File: config.mk
export PLATFORM = sky130hd
export DESIGN_NAME = lgi_ctrl
export DESIGN_NICKNAME = d
export VERILOG_FILES = /design/src/rtl/lgi_pkg.sv /design/src/rtl/lgi_ctrl.sv
export SDC_FILE = /design/constraint.sdc
export NUM_CORES = 1
export LEC_CHECK = 0
export BUFFER_PORTS_ARGS = -buffer_cell sky130_fd_sc_hd__buf_2
export CAP_MARGIN = 20
export CORE_UTILIZATION = 40
export CTS_BUF_LIST = sky130_fd_sc_hd__clkbuf_2 sky130_fd_sc_hd__clkbuf_4 sky130_fd_sc_hd__clkbuf_8
export DETAILED_ROUTE_END_ITERATION = 10
export SLEW_MARGIN = 20
export SYNTH_ARGS = -nofsm -noshare
export SYNTH_HDL_FRONTEND = slang
export SYNTH_SLANG_ARGS = --single-unit
File: constraint.sdc
create_clock -name clk -period 2.6 [get_ports clk]
set_clock_uncertainty 0.05 [all_clocks]
set_input_delay 0.26 -clock clk [delete_from_list [all_inputs] [get_ports clk]]
set_output_delay 0.26 -clock clk [all_outputs]
set_load 0.01 [all_outputs]
File: src/rtl/lgi_pkg.sv
// ----------------------------------------------------------------------------
// lgi_pkg
// Shared constants, register indexes and controller/datapath bundles for the
// Lagrange interpolator.
// ----------------------------------------------------------------------------
package lgi_pkg;

    localparam int NODES     = 16;
    localparam int NIDX_W    = 4;
    localparam int CNT_W     = 5;
    localparam int WORD_W    = 32;
    localparam int FB        = 24;
    localparam int MAG_W     = 62;
    localparam int ERR_W     = 48;
    localparam int QIDX_W    = 16;
    localparam int CFG_IDX_W = 2;
    localparam int NCFG_W    = 5;
    localparam int QP_W      = QIDX_W + 1 + WORD_W;
    localparam int NUM_W     = 50;
    localparam int DEN_W     = 37;
    localparam int DIV_W     = NUM_W + FB;

    localparam logic [CFG_IDX_W-1:0] CFG_NODE_COUNT = 2'd0;
    localparam logic [CFG_IDX_W-1:0] CFG_GRID_START = 2'd1;
    localparam logic [CFG_IDX_W-1:0] CFG_GRID_STEP  = 2'd2;
    localparam logic [CFG_IDX_W-1:0] CFG_QUERY_STEP = 2'd3;

    localparam logic ACT_LOAD  = 1'b0;
    localparam logic ACT_QUERY = 1'b1;

    typedef struct packed {
        logic             load_we;
        logic             q_start;
        logic             basis_init;
        logic             div_start;
        logic             mul_start;
        logic             mul_term;
        logic             basis_update;
        logic             acc_add;
        logic             finish;
        logic [CNT_W-1:0] i_idx;
        logic [CNT_W-1:0] j_idx;
    } lgi_cmd_t;

    typedef struct packed {
        logic [CNT_W-1:0] n_eff;
        logic             skip;
        logic             div_done;
        logic             mul_done;
    } lgi_stat_t;

endpackage

File: src/rtl/lgi_ctrl.sv
// ----------------------------------------------------------------------------
// lgi_ctrl
// Controller: walks node pairs for a query and sequences divider, multiplier
// and accumulation; owns the input and output handshakes.
// ----------------------------------------------------------------------------
module lgi_ctrl (
    input  logic               clk,
    input  logic               rst_n,
    input  logic               in_valid,
    output logic               in_ready,
    input  logic               action,
    output logic               out_valid,
    input  logic               out_ready,
    input  lgi_pkg::lgi_stat_t stat,
    output lgi_pkg::lgi_cmd_t  cmd
);
    import lgi_pkg::*;

    typedef enum logic [2:0] {
        ST_IDLE,
        ST_I_LOOP,
        ST_J_LOOP,
        ST_DIV,
        ST_MUL,
        ST_TERM,
        ST_FINISH
    } state_t;

    state_t           state_reg;
    logic [CNT_W-1:0] i_reg;
    logic [CNT_W-1:0] j_reg;
    logic             out_valid_reg;
    logic             accept;
    logic             out_free;

    always_comb
    begin
        accept   = in_valid && (state_reg == ST_IDLE);
        out_free = !out_valid_reg || out_ready;
        cmd              = '0;
        cmd.i_idx        = i_reg;
        cmd.j_idx        = j_reg;
        cmd.load_we      = accept && (action == ACT_LOAD);
        cmd.q_start      = accept && (action == ACT_QUERY);
        unique case (state_reg)
            ST_I_LOOP:
                cmd.basis_init = !stat.skip && (i_reg != stat.n_eff);
            ST_J_LOOP:
            begin
                if (j_reg == stat.n_eff)
                begin
                    cmd.mul_start = 1'b1;
                    cmd.mul_term  = 1'b1;
                end
                else if (j_reg != i_reg)
                    cmd.div_start = 1'b1;
            end
            ST_DIV:
                cmd.mul_start = stat.div_done;
            ST_MUL:
                cmd.basis_update = stat.mul_done;
            ST_TERM:
                cmd.acc_add = stat.mul_done;
            ST_FINISH:
                cmd.finish = out_free;
            default:
                cmd.finish = 1'b0;
        endcase
    end

    always_ff @(posedge clk or negedge rst_n)
    begin
        if (!rst_n)
        begin
            state_reg     <= ST_IDLE;
            i_reg         <= '0;
            j_reg         <= '0;
            out_valid_reg <= 1'b0;
        end
        else
        begin
            if (out_valid_reg && out_ready)
                out_valid_reg <= 1'b0;
            unique case (state_reg)
                ST_IDLE:
                begin
                    if (accept && (action == ACT_QUERY))
                    begin
                        i_reg     <= '0;
                        state_reg <= ST_I_LOOP;
                    end
                end
                ST_I_LOOP:
                begin
                    if (stat.skip || (i_reg == stat.n_eff))
                        state_reg <= ST_FINISH;
                    else
                    begin
                        j_reg     <= '0;
                        state_reg <= ST_J_LOOP;
                    end
                end
                ST_J_LOOP:
                begin
                    if (j_reg == stat.n_eff)
                        state_reg <= ST_TERM;
                    else if (j_reg == i_reg)
                        j_reg <= j_reg + 1'b1;
                    else
                        state_reg <= ST_DIV;
                end
                ST_DIV:
                begin
                    if (stat.div_done)
                        state_reg <= ST_MUL;
                end
                ST_MUL:
                begin
                    if (stat.mul_done)
                    begin
                        j_reg     <= j_reg + 1'b1;
                        state_reg <= ST_J_LOOP;
                    end
                end
                ST_TERM:
                begin
                    if (stat.mul_done)
                    begin
                        i_reg     <= i_reg + 1'b1;
                        state_reg <= ST_I_LOOP;
                    end
                end
                ST_FINISH:
                begin
                    if (out_free)
                    begin
                        out_valid_reg <= 1'b1;
                        state_reg     <= ST_IDLE;
                    end
                end
                default:
                    state_reg <= ST_IDLE;
            endcase
        end
    end

    assign in_ready  = (state_reg == ST_IDLE);
    assign out_valid = out_valid_reg;

endmodule

==> qor.csv <==
stage,metric,value,unit
power,Max VDD drop,0.708,mV
yosys,register area share after synthesis,29.7,%
yosys,post-synthesis register bit count,14,
worst_setup_path,"critical path, cell by cell",or3b_2 -> a311oi_1 -> buf_2,
yosys,Netlist cell types,43,
timing,worst slew pin tran,0.578,ns
clock_tree,Num CTS Buffers,3,
timing,Setup WS post-layout,0.395,ns
yosys,most area-consuming cells after synthesis,"dfrtp_1 (30%), xnor2_1 (7.4%), xor2_1 (5.9%)",
finish,fillcell total,264,
clock_tree,H-Tree Depth,1,
worst_setup_path,WP buf/inv,1,
yosys,number of synthesized flops with an enable pin,0,
worst_setup_path,crit path max fanout,19,
timing,Fin. Hold Viols,0,
finish,Synth-to-Final Area Change,18.7,%
yosys,area of the mapped netlist,1180,um^2
power,Comb pwr share,56.4,%
worst_setup_path,Worst R2R Start,state_reg[1],
grt,pin count of the biggest net entering global routing,20,
yosys,share of the synthesized area in the top cell type,29.7,%
drt,routed length per instance,14.3,um
grt,All-Layer GR Usage,20.2,%
run,Max Cap Viol,0,
power,pwr dens,1070,nW/um^2
timing,Max Clk Rate,454,MHz
worst_setup_path,"slowest stage cell, crit path",dfrtp_1,
clock_tree,CTS root buf,clkbuf_4,
clock_tree,CTS sink cnt,14,
drt,Vias/cell,5.57,
timing,fin crit period,2.20,ns
yosys,synthesized area per cell,8.42,um^2
yosys,Synth Warn #,0,
worst_setup_path,RR Endpoint,j_reg[2],
placed_design,detailed-placement wirelength estimate,2190,um
finish,FF+latch area,350,um^2
timing,Final period util,84.8,%
worst_setup_path,CP arrival,1.89,ns
power,total power,0.00149,W
worst_setup_path,crit path launch,state_reg[1],
clock_tree,post-cts repair resize count,0,
worst_setup_path,Crit. End Element,output pin,
clock_tree,worst-case clock buffer depth,2,
yosys,ys async rst share,100,%
timing,Worst slew margin,61.5,%
worst_setup_path,Setup CP Type,reg2out,
yosys,post-synthesis net count,155,
clock_tree,later-pin clock latency in the skew report,0.30,ns
power,Sw Ratio,48.9,%
finish,share of cells above drive strength 1,25.6,%
finish,ANT cells,0,
power,Leak,0.660,nW
drt,initial drt markers,36,
power,Switch Pwr,0.000730,W
finish,Nets,188,
finish,final core utilization,50.3,%
yosys,Main synth FF type,dfrtp_1,
drt,# DRC,0,
timing,setup violators final,0,
placed_design,gpl congestion,0.815,
yosys,Gate Count Post-Synth,140,
worst_setup_path,end point of the critical path,cmd[16],
timing,TNS Setup,0,ns
worst_setup_path,r2r worst-path depth,5,
worst_setup_path,critical path launch point type,flip-flop,
worst_setup_path,cell depth of the worst setup path,3,
floorplan,Starting Density,42.4,%
yosys,Yosys top cell by area,dfrtp_1,
worst_setup_path,Worst EP required,2.29,ns
placed_design,Place WS,0.460,ns
power,Pint,0.000761,W
placed_design,IO Port Bufs,33,
worst_hold_path,Hold Crit Class,in2reg,
drt,post-route ant nets,0,
worst_setup_path,cell family contributing the most delay on the critical path,flip-flops,
grt,grt ovf,0,
outcome,status,"complete, no violations",
floorplan,io pins,34,
grt,first-pass GRT wire length,5050,um
power,Clock power frac,11.8,%
timing,"Slew Viols, Final",0,
grt,vias in the first global route,1050,
worst_setup_path,max incr delay on CP,0.60,ns
finish,post-route cell area,1400,um^2
floorplan,die height,56.3,um
drt,total number of vias,1130,
floorplan,Die ar.,3170,um^2
power,Flop pwr share,31.9,%
drt,final wirelength,2910,um
grt,initial antenna violation count,0,
floorplan,core area,2780,um^2
placed_design,placed cell area,1350,um^2
finish,multi-input logic area,768,um^2
worst_setup_path,FF-to-FF setup slack,0.43,ns
clock_tree,CTS tree,yes,
floorplan,Die Width,56.3,um
yosys,top-count cell post-synth,dfrtp_1,
floorplan,standard-cell rows,19,
timing,unrepaired setup endpoints after global routing,no,
drt,Pre-antenna DRT Iters,5,
clock_tree,"Clk pin slew, worst setup/hold paths",0.10,ns
yosys,synth cell count leaders,"dfrtp_1 (14), nor2_1 (12), xnor2_1 (10), a21oi_1 (9), nor3_1 (9)",
## cell type report
class | instances | share of cell area (%)
clock buffers | 4 | 2.59
inverters | 6 | 1.61
well taps | 31 | 2.77
multi-input cells | 113 | 54.9
flip-flops and latches | 14 | 25.0
repair buffers | 35 | 13.1
## logic make-up (layout without fill, tap and decap cells)
logic type | after synthesis | in the layout | share of synthesized area, %
adders and majority gates | 2 | 2 | 2.12
buffers and inverters | 13 | 45 | 5.09
DFF | 14 | 14 | 29.7
and+or+nand+nor | 61 | 61 | 29.1
xor gates and xnor gates | 18 | 18 | 13.4
muxes | 1 | 1 | 0.849
AOI/OAI and AO/OA | 31 | 31 | 19.7
## stage by stage
step	hold WS, ns	cells
final	0.0988	203
after global routing	0.107	203
after CTS	0.0942	203
after detailed placement	0.139	198
after global placement	0.136	198
after floorplan	-0.0856	140
## worst reg2reg max path: stages, from the launching register on
cell and delay (ns):
dfrtp_1 0.72, nand2b_4 0.13, or2_4 0.27, or3_4 0.42, a311oi_1 0.29, o221ai_1 0.16
## power by group through the flow
| stage | Clock, W | Sequential [W] | Combinational (W) |
|---|---|---|---|
| floorplan | 0 | 0.000397 | 0.000709 |
| global placement | 0 | 0.000472 | 0.000835 |
| detailed placement | 0 | 0.000477 | 0.000836 |
| CTS | 0.000179 | 0.000473 | 0.000844 |
| global route | 0.000184 | 0.000501 | 0.000936 |
| finish | 0.000175 | 0.000475 | 0.000840 |
## layout by cell type (no fill, tap or decap), drive strengths merged, types with 2 or more instances in the layout
master  instances
inv             6
xnor2          10
nand4           4
dfrtp          14
nor3            9
nand3           7
buf            34
or2             2
nand2b          3
nor3b           2
a21o            2
nand2           8
a22oi           2
o211ai          2
nor2           12
a221o           2
nor2b           3
and3            5
clkbuf          4
a21oi           9
ha              2
o21ai           5
a311o           2
xor2            8
a311oi          2
## routing by layer
metal | up-vias | routed length, um | part of all wire (%) | track usage, %
li1 | 578 | - | - | -
met1 | 526 | 1450 | 50 | 27.6
met2 | 22 | 1330 | 46 | 32.8
met3 | 4 | 91 | 3.1 | 2.76
met4 | 0 | 34 | 1.2 | 6.97
met5 | - | 0 | 0 | 0
## timing repair
item	4_1_cts	5_1_grt
setup buffers	0	0
hold buffers	1	0
endpoints found under the setup margin	0	0
endpoints found under the hold margin	14	0
## how the worst min path moves through the flow
stage / to / slack (ns) / from / cells after the start
2_1_floorplan: i_reg[0] / -0.09 / rst_n / 0
3_3_place_gp: j_reg[2] / 0.14 / rst_n / 1
3_5_place_dp: j_reg[2] / 0.14 / rst_n / 1
4_1_cts: out_valid / 0.09 / out_ready / 2
5_1_grt: out_valid / 0.11 / out_ready / 2
6_report: out_valid / 0.1 / out_ready / 2
No activity file was read; power rests on OpenSTA's default activity.
